--- src/rtl/vga_pkg.sv ---
// ----------------------------------------------------------------------------
// vga_pkg
// types, constants and command structs of the voxel grid accumulator
// ----------------------------------------------------------------------------
package vga_pkg;
  localparam int unsigned TableSize  = 4096;
  localparam int unsigned SlotW      = $clog2(TableSize);
  localparam int unsigned ProbeLimit = 16;
  localparam int unsigned ProbeW     = $clog2(ProbeLimit + 1);
  localparam int unsigned CfgW       = 23;
  localparam int unsigned CfgIdxW    = 3;
  // accumulator record: cnt 32, sums 3x64, colour 3x40, sq 64
  localparam int unsigned RecW       = 32 + 3 * 64 + 3 * 40 + 64;
  localparam int unsigned KeyW       = 72;

  localparam logic [2:0] CfgNth  = 3'd0;
  localparam logic [2:0] CfgMinR = 3'd1;
  localparam logic [2:0] CfgMaxR = 3'd2;
  localparam logic [2:0] CfgVox  = 3'd3;
  localparam logic [2:0] CfgInv  = 3'd4;
  localparam logic [2:0] CfgMaxV = 3'd5;

  localparam logic [1:0] KindPoint = 2'd0;
  localparam logic [1:0] KindFrame = 2'd1;
  localparam logic [1:0] KindRead  = 2'd2;
  localparam logic [1:0] KindNone  = 2'd3;

  localparam logic [2:0] StDecim = 3'd0;
  localparam logic [2:0] StNonFin = 3'd1;
  localparam logic [2:0] StRange = 3'd2;
  localparam logic [2:0] StUpd   = 3'd3;
  localparam logic [2:0] StIns   = 3'd4;
  localparam logic [2:0] StFull  = 3'd5;
  localparam logic [2:0] StRead  = 3'd6;

  typedef struct packed {
    logic [1:0]         kind;
    logic               point_finite;
    logic signed [23:0] local_x;
    logic signed [23:0] local_y;
    logic signed [23:0] local_z;
    logic signed [31:0] world_x;
    logic signed [31:0] world_y;
    logic signed [31:0] world_z;
    logic [7:0]         red;
    logic [7:0]         green;
    logic [7:0]         blue;
    logic [11:0]        read_slot;
  } in_item_t;

  typedef struct packed {
    logic [2:0]         status;
    logic [11:0]        slot;
    logic [31:0]        sample_count;
    logic signed [63:0] total_x;
    logic signed [63:0] total_y;
    logic signed [63:0] total_z;
    logic [39:0]        total_red;
    logic [39:0]        total_green;
    logic [39:0]        total_blue;
    logic [63:0]        total_sq_offset;
  } out_item_t;

  typedef struct packed {
    logic [11:0] nth;
    logic [22:0] min_r;
    logic [22:0] max_r;
    logic [15:0] vox;
    logic [16:0] inv;
    logic [12:0] max_v;
  } cfg_t;

  // controller to datapath
  typedef struct packed {
    logic       clr;      // clear one table entry after reset
    logic       load;     // capture input beat
    logic       calc1;    // products: squares, key mults
    logic       calc2;    // range sum, keys
    logic       calc3;    // hash, centre offsets
    logic       calc4;    // offset squares
    logic       rd;       // issue table read at probe slot
    logic       step;     // advance probe slot
    logic       wr_new;   // write fresh record with this point
    logic       wr_upd;   // write updated record
    logic       res_empty;
    logic       res_slot;
    logic       use_rd_slot;
    logic [2:0] status;
  } cmd_t;

  // datapath to controller
  typedef struct packed {
    logic       clr_done;
    logic [1:0] kind;
    logic       finite;
    logic       keep;
    logic       in_range;
    logic       used;
    logic       key_match;
    logic       full;
  } sts_t;
endpackage

--- src/rtl/vga_ctrl.sv ---
// ----------------------------------------------------------------------------
// vga_ctrl
// sequencer for table clear, gating, hash probe, accumulator update and readout
// ----------------------------------------------------------------------------
module vga_ctrl (
  input  logic          clk_i,
  input  logic          rst_ni,
  input  logic          in_valid_i,
  output logic          in_ready_o,
  output logic          out_valid_o,
  input  logic          out_ready_i,
  input  vga_pkg::sts_t sts_i,
  output vga_pkg::cmd_t cmd_o
);
  import vga_pkg::*;

  localparam logic [3:0] SIdle = 4'd0, SC1 = 4'd1, SC2 = 4'd2, SC3 = 4'd3,
                         SC4 = 4'd4, SRd = 4'd5, SChk = 4'd6, SRdRead = 4'd7,
                         SRdOut = 4'd8, SOut = 4'd9, SGate = 4'd10, SWait = 4'd11,
                         SClr = 4'd12;

  logic [3:0]        st_q, st_d;
  logic [ProbeW-1:0] pr_q, pr_d;
  logic              ov_q, ov_d;

  assign in_ready_o  = (st_q == SIdle) && !ov_q;
  assign out_valid_o = ov_q;

  always_comb begin
    st_d  = st_q;
    pr_d  = pr_q;
    ov_d  = ov_q && !out_ready_i;
    cmd_o = '0;
    unique case (st_q)
      SClr: begin
        cmd_o.clr = 1'b1;
        if (sts_i.clr_done) st_d = SIdle;
      end
      SIdle: begin
        if (in_valid_i && in_ready_o) begin
          cmd_o.load = 1'b1;
          st_d = SC1;
        end
      end
      SC1: begin
        if (sts_i.kind == KindNone) begin
          st_d = SIdle;
        end else if (sts_i.kind == KindRead) begin
          cmd_o.use_rd_slot = 1'b1;
          st_d = SRdRead;
        end else begin
          cmd_o.calc1 = 1'b1;
          st_d = SGate;
        end
      end
      SGate: begin
        cmd_o.calc2 = 1'b1;
        st_d = SC2;
      end
      SC2: begin
        cmd_o.status = !sts_i.keep ? StDecim : !sts_i.finite ? StNonFin : StRange;
        if (!sts_i.keep || !sts_i.finite || !sts_i.in_range) begin
          cmd_o.res_empty = 1'b1;
          st_d = SOut;
        end else begin
          cmd_o.calc3 = 1'b1;
          st_d = SC3;
        end
      end
      SC3: begin
        cmd_o.calc4 = 1'b1;
        pr_d = '0;
        st_d = SRd;
      end
      SC4: begin
        cmd_o.step = 1'b1;
        st_d = SRd;
      end
      SRd: begin
        cmd_o.rd = 1'b1;
        st_d = SChk;
      end
      SChk: begin
        if (!sts_i.used) begin
          if (sts_i.full) begin
            cmd_o.status = StFull;
            cmd_o.res_empty = 1'b1;
          end else begin
            cmd_o.status = StIns;
            cmd_o.wr_new = 1'b1;
            cmd_o.res_slot = 1'b1;
          end
          st_d = SOut;
        end else if (sts_i.key_match) begin
          cmd_o.status = StUpd;
          cmd_o.wr_upd = 1'b1;
          cmd_o.res_slot = 1'b1;
          st_d = SOut;
        end else if (pr_q == ProbeW'(ProbeLimit - 1)) begin
          cmd_o.status = StFull;
          cmd_o.res_empty = 1'b1;
          st_d = SOut;
        end else begin
          pr_d = pr_q + ProbeW'(1);
          st_d = SC4;
        end
      end
      SRdRead: st_d = SRdOut;
      SRdOut: begin
        cmd_o.status = StRead;
        if (sts_i.used) cmd_o.res_slot = 1'b1;
        else cmd_o.res_empty = 1'b1;
        st_d = SOut;
      end
      SOut: begin
        ov_d = 1'b1;
        st_d = SWait;
      end
      SWait: st_d = SIdle;
      default: st_d = SIdle;
    endcase
  end

  always_ff @(posedge clk_i or negedge rst_ni) begin
    if (!rst_ni) begin
      st_q <= SClr;
      pr_q <= '0;
      ov_q <= 1'b0;
    end else begin
      st_q <= st_d;
      pr_q <= pr_d;
      ov_q <= ov_d;
    end
  end
endmodule

--- config.mk ---
export PLATFORM = sky130hd
export DESIGN_NAME = vga_ctrl
export DESIGN_NICKNAME = d
export VERILOG_FILES = /design/src/rtl/vga_pkg.sv /design/src/rtl/vga_ctrl.sv
export SDC_FILE = /design/constraint.sdc
export NUM_CORES = 1
export LEC_CHECK = 0
export ABC_AREA = 1
export BUFFER_PORTS_ARGS = -buffer_cell sky130_fd_sc_hd__buf_2
export CORE_MARGIN = 2
export CORE_UTILIZATION = 52
export CTS_CLUSTER_DIAMETER = 80
export CTS_CLUSTER_SIZE = 25
export DETAILED_ROUTE_END_ITERATION = 10
export GPL_TIMING_DRIVEN = 0
export PLACE_DENSITY_LB_ADDON = 0.2
export REMOVE_ABC_BUFFERS = 1
export SYNTH_ARGS = -nofsm -noshare
export SYNTH_HDL_FRONTEND = slang
export SYNTH_SLANG_ARGS = --single-unit
--- constraint.sdc ---
create_clock -name clk_i -period 3.6 [get_ports clk_i]
set_input_delay 0.18 -clock clk_i [delete_from_list [all_inputs] [get_ports clk_i]]
set_output_delay 0.18 -clock clk_i [all_outputs]
set_load 0.01 [all_outputs]
==> results_dict.tcl, run 1 <==
set metrics [dict create \
    route.vias.total 961 \
    finalCritPeriodShare 0.558 \
    cap_violations 0 \
    worstPathArrival_ns 1.83 \
    slowest_delay_ns 0.43 \
    ys_seq_elements 10 \
    critPathLaunchType "flop" \
    critical_path_class "reg2out" \
    syn_area_um2 882 \
    powerDensity_nw_per_um2 572 \
    grtUsageTotal 0.216 \
    die_h_um 45.2 \
    drv_slew 0 \
    syn_to_final_growth_pct 23.4 \
    clkTransAtPathRegs_ns 0.06 \
    rows 14 \
    coreArea_um2 1540 \
    fin_crit_ns 2.01 \
    io_buffers 30 \
    worst_pin_slew_ns 0.301 \
    clock_skew_ns 0.00387 \
    clock_latency_ns 0.25 \
    synth_area_per_cell_um2 6.30 \
    setup_viol 0 \
    hold_path.class "in2reg" \
    drive_above_1_share 0.263 \
    crit_slowest_cell "dfrtp_1" \
    cp_data_required_time_ns 3.42 \
    crit_path_end_kind "primary output" \
    yosys_warnings 0 \
    fin_tns_setup_ns 0 \
    dp_slack_ns 1.87 \
    die_x_um 45.2 \
    r2r_setup_slack_ns 1.94 \
    first_pass_iters 5 \
    overflow 0 \
    drc 0 \
    cts_buffers 3 \
    grt_pass1_vias 863 \
    crit_path_max_fanout 5 \
    synthDistinctLibCells 23 \
    boundaryPins 31 \
    dpl.hpwl_um 1710 \
    status "finished clean" \
    rsz0062_at_grt "false" \
    slew-limit-headroom 0.799 \
    antenna_found_initial 0 \
    start_util 0.572 \
    ir_drop_v 0.000456 \
    nFillCells 143 \
    worstPathCellList "ha_1, and3_1, ha_1, a21oi_1, nor2_1, a21oi_1, nand2_1, buf_2" \
    drt.antenna.violating_nets 0 \
    synth-seq-area-share 0.287 \
    gp_congestion 0.808 \
    routed_wirelength_um 1930 \
    synth_area_leader_cell "dfrtp_1" \
    drtIter0Drc 22 \
    wl_per_cell_um 10.1 \
    worst_slack_ns 1.59 \
    p_leak_nw 0.708 \
    cts_tree "built" \
    die_area_um2 2040 \
    antenna_cells 0 \
    grt_first_pass_wirelength_um 3330 \
    syn_inst 140 \
    root_buffer "clkbuf_4" \
    synth_top_area_share 0.227 \
    grt_max_degree 11 \
    hold_viol 0 \
    fin_cells 191 \
    vias_per_cell 5.03 \
    cts.sinks 10 \
    fin_nets 191 \
    synthTopCellsByArea "dfrtp_1 (23%), nand2_1 (17%), inv_1 (11%)" \
    clk_path_buf_depth 2 \
    fmax_ghz 0.498 \
    dp.cells 186 \
    htreeDepth 1 \
]
through the flow:
stage / hold WS, ns / total power [mW] / util / instance area, um^2
6_report: 0.120 / 0.622 / 0.706 / 1090
5_1_grt: 0.114 / 0.683 / 0.706 / 1090
4_1_cts: 0.106 / 0.629 / 0.706 / 1090
3_5_place_dp: 0.0413 / 0.552 / 0.683 / 1050
3_3_place_gp: 0.0404 / 0.541 / 0.683 / 1050
2_1_floorplan: -0.116 / 0.441 / - / 882
where the power goes:
part           switching, mW  total (mW)  leakage, nW  internal [mW]
logic                  0.234       0.358        0.564          0.124
clock network         0.0305      0.0729       0.0150         0.0424
registers             0.0422       0.192        0.129          0.149
cells in the final DEF (no fill, tap or decap):
cell,n
nor2_4,1
nor2_1,21
nand2_4,2
ha_1,2
o211ai_1,2
nand3_2,1
nand2_1,39
inv_2,2
clkbuf_4,3
xnor2_1,1
o21ai_4,1
nand2_2,2
clkbuf_1,1
nor3_1,3
o21ai_0,3
a21oi_1,2
nand3_1,13
nand4_1,4
nor2_2,1
dlygate4sd3_1,1
buf_2,30
nand3b_1,2
nor2_8,1
and3_1,1
dfstp_2,2
dfrtp_1,8
inv_1,26
final cells by class:
| class | count | area, um^2 | share of cell area |
|---|---|---|---|
| clock buffer | 4 | 26.3 | 0.0241 |
| sequential | 10 | 253 | 0.232 |
| inverter | 28 | 105 | 0.0966 |
| multi-input combinational | 102 | 524 | 0.482 |
| timing repair buffer | 31 | 160 | 0.147 |
| tap | 16 | 20.0 | 0.0184 |
path summary, 6_finish.rpt:
| kind | end | depth (start not counted) | startpoint |
|---|---|---|---|
| max in group asynchronous | st_q[2] | 2 | rst_ni |
| min in group asynchronous | pr_q[2] | 2 | rst_ni |
| worst min register to register | pr_q[4] | 2 | pr_q[4] |
| worst max-delay path | cmd_o[5] | 8 | pr_q[0] |
| worst min-delay path | out_valid_o | 2 | out_ready_i |
| worst max register to register | st_q[0] | 9 | pr_q[0] |
worst max-delay path, delay by kind of cell (launching register included):
kind / cells / cell delay, ns
flip-flops: 1 / 0.43
adder cells (fa/ha/maj): 2 / 0.43
AND/OR/NAND/NOR: 3 / 0.30
AO/OA/AOI/OAI: 2 / 0.29
buffers and inverters: 1 / 0.13
cells by family (layout without fill, tap and decap cells):
group,count (synthesis),after routing,synth area share
adder cells (fa/ha/maj),2,2,0.0284
AO/OA/AOI/OAI,8,8,0.0638
XOR/XNOR,1,1,0.00993
buffers and inverters,28,63,0.119
flip-flops,10,10,0.287
AND/OR/NAND/NOR,91,91,0.492
repair_timing:
action | in CTS | in global routing
setup buffers | 0 | 0
resized for setup | 0 | 0
hold endpoints to repair | 10 | 0
hold buffers | 1 | 0
registers in the layout, indices dropped and copies added (netlist names):
signal       count
pr_q             5
out_valid_o      1
st_q             4
cells in the mapped netlist:
cell type / count
nand2_2: 2
inv_2: 2
o21ai_0: 3
nand3_2: 1
o211ai_1: 2
xnor2_1: 1
a21oi_1: 2
and3_1: 1
o21ai_4: 1
ha_1: 2
nor2_8: 1
nand2_4: 2
nand4_1: 4
nor2_2: 1
inv_1: 26
dfrtp_1: 8
dfstp_2: 2
nor3_1: 3
nor2_4: 1
nand3_1: 13
nand2_1: 39
nand3b_1: 2
nor2_1: 21
metal layers:
layer / vias up / routed length (um) / global-route usage
li1: 504 / - / -
met1: 423 / 862 / 0.285
met2: 34 / 935 / 0.374
met3: 0 / 131 / 0.0240
met4: 0 / 0 / 0.0529
met5: - / 0 / 0
(Power assumes the default switching activity.)
==> run 2: changes to the inputs <==
--- a/config.mk
+++ b/config.mk
@@ -8,7 +8,7 @@
 export ABC_AREA = 1
 export BUFFER_PORTS_ARGS = -buffer_cell sky130_fd_sc_hd__buf_2
 export CORE_MARGIN = 2
-export CORE_UTILIZATION = 52
+export CORE_UTILIZATION = 49
 export CTS_CLUSTER_DIAMETER = 80
 export CTS_CLUSTER_SIZE = 25
 export DETAILED_ROUTE_END_ITERATION = 10
==> constraint.sdc (replaced) <==
create_clock -name clk_i -period 2 [get_ports clk_i]
set_input_delay 0.1 -clock clk_i [delete_from_list [all_inputs] [get_ports clk_i]]
set_output_delay 0.1 -clock clk_i [all_outputs]
set_load 0.01 [all_outputs]
==> results_dict.tcl, run 2 (synthesized netlist as in run 1, its figures left out) <==
set metrics [dict create \
    status "finished clean" \
    crit_path_end_kind "primary output" \
    critPathLaunchType "flop" \
    mostFrequentLayoutCell "nand2_1" \
    drv_slew 0 \
    grt_max_degree 11 \
    final_cell_mix "nand2_1 (39), buf_2 (30), inv_1 (26)" \
    clock_skew_ns 0.00875 \
    cp_common_cell "ha_2" \
    finalCritPeriodShare 0.953 \
    boundaryPins 31 \
    clock_latency_ns 0.26 \
    cp.buffers_inverters 2 \
    clk_path_buf_depth 2 \
    use_met2 0.356 \
    hold_path.class "in2reg" \
    worst_pin_slew_ns 0.358 \
    powerDensity_nw_per_um2 1020 \
    holdWs_ns 0.0175 \
    coreArea_um2 1710 \
    crit_path_max_fanout 5 \
    dpl.hpwl_um 1640 \
    cts_buffers 3 \
    cts.sinks 10 \
    largest_register_ffs 5 \
    clkTransAtPathRegs_ns 0.07 \
    p_leak_nw 0.709 \
    drt.antenna.violating_nets 0 \
    grtUsageMet3 0.0588 \
    die_x_um 46.4 \
    drive_above_1_share 0.284 \
    syn_to_final_growth_pct 26.5 \
    grt_pass1_vias 768 \
    htreeDepth 1 \
    grt-busiest-layer "met2" \
    grtUsageTotal 0.204 \
    cp_data_required_time_ns 1.90 \
    wl_per_cell_um 9.95 \
    first_pass_iters 4 \
    crit_slowest_cell "dfrtp_1" \
    die_area_um2 2160 \
    gp_congestion 0.869 \
    start_util 0.516 \
    antenna_found_initial 0 \
    fin_crit_ns 1.91 \
    fin_tns_setup_ns 0 \
    rows 15 \
    die_h_um 46.4 \
    cap_violations 0 \
    cts_tree "built" \
    fin_nets 192 \
    top_register "pr_q" \
    setup_viol 0 \
    slowest_delay_ns 0.42 \
    grt_first_pass_wirelength_um 3130 \
    worstPathArrival_ns 1.81 \
    met1_usage 0.251 \
    vias_per_cell 4.82 \
    crit_family "flip-flops" \
    critical_path_class "reg2out" \
    drc 0 \
    routed_wirelength_um 2000 \
    drtIter0Drc 24 \
    io_buffers 30 \
    hold_viol 0 \
    slew-limit-headroom 0.760 \
    route.vias.total 968 \
    overflow 0 \
    root_buffer "clkbuf_4" \
    worstPathCellList "ha_2, and3_1, ha_2, inv_1, nand3_1, nand2_1, o21ai_0, buf_2" \
    ir_drop_v 0.000734 \
    antenna_cells 0 \
    p_total_mw 1.14 \
    fmax_ghz 0.524 \
]
## run 2: cell types whose count changed in the layout (fill, tap and decap cells not counted)
cell and change:
ha_1 -2, ha_2 +2, a21oi_1 -1, a21oi_2 +1, buf_4 +1
## run 2: layout make-up
class | count | area [um^2]
clock buffers | 4 | 26.3
fillers | 153 | 592
inverters | 28 | 105
multi-input cells | 102 | 533
flip-flops and latches | 10 | 253
well taps | 25 | 31.3
repair buffers | 32 | 168
## run 2: stage by stage
| step | setup WS (ns) | cells | area, um^2 | utilization |
|---|---|---|---|---|
| floorplan | 0.490 | 140 | 882 | - |
| global placement | 0.347 | 195 | 1060 | 0.623 |
| detailed placement | 0.335 | 195 | 1060 | 0.623 |
| CTS | 0.0545 | 200 | 1100 | 0.644 |
| global route | -0.0244 | 201 | 1120 | 0.653 |
| finish | 0.0933 | 201 | 1120 | 0.653 |
## run 2: layer usage
layer / part of all wire / routed length [um] / vias up
met5: 0 / 0 / -
met4: 0.0075 / 15 / 0
met3: 0.040 / 80 / 4
met2: 0.50 / 990 / 26
met1: 0.46 / 912 / 427
li1: - / - / 511
## run 2: timing repair
item,CTS,global route
hold buffers,1,0
resized for setup,0,3
setup buffers,0,1
endpoints found under the setup margin,0,2
endpoints found under the hold margin,10,0
## run 2: final timing paths
kind                                  start          end  slack (ns)  depth (start not counted)
worst max-delay path                pr_q[0]     cmd_o[0]        0.09                          8
worst min-delay path            out_ready_i  out_valid_o        0.02                          2
worst max register to register      pr_q[0]      st_q[0]        0.35                          9
worst min register to register      pr_q[4]      pr_q[4]        0.49                          2
max in group asynchronous            rst_ni      st_q[3]        1.53                          2
min in group asynchronous            rst_ni      pr_q[4]        0.21                          2
## run 2: where the power goes
| group | switching (mW) | total (mW) | internal (mW) |
|---|---|---|---|
| registers | 0.0764 | 0.345 | 0.269 |
| clock network | 0.0667 | 0.144 | 0.0769 |
| logic | 0.425 | 0.653 | 0.228 |
| total | 0.568 | 1.14 | 0.574 |
## run 2: worst register-to-register path: cells and delay by family, from the launching register on
kind | cells | cell delay, ns
DFF | 1 | 0.43
and+or+nand+nor | 6 | 0.63
adders and majority gates | 2 | 0.39
buffers and inverters | 1 | 0.08
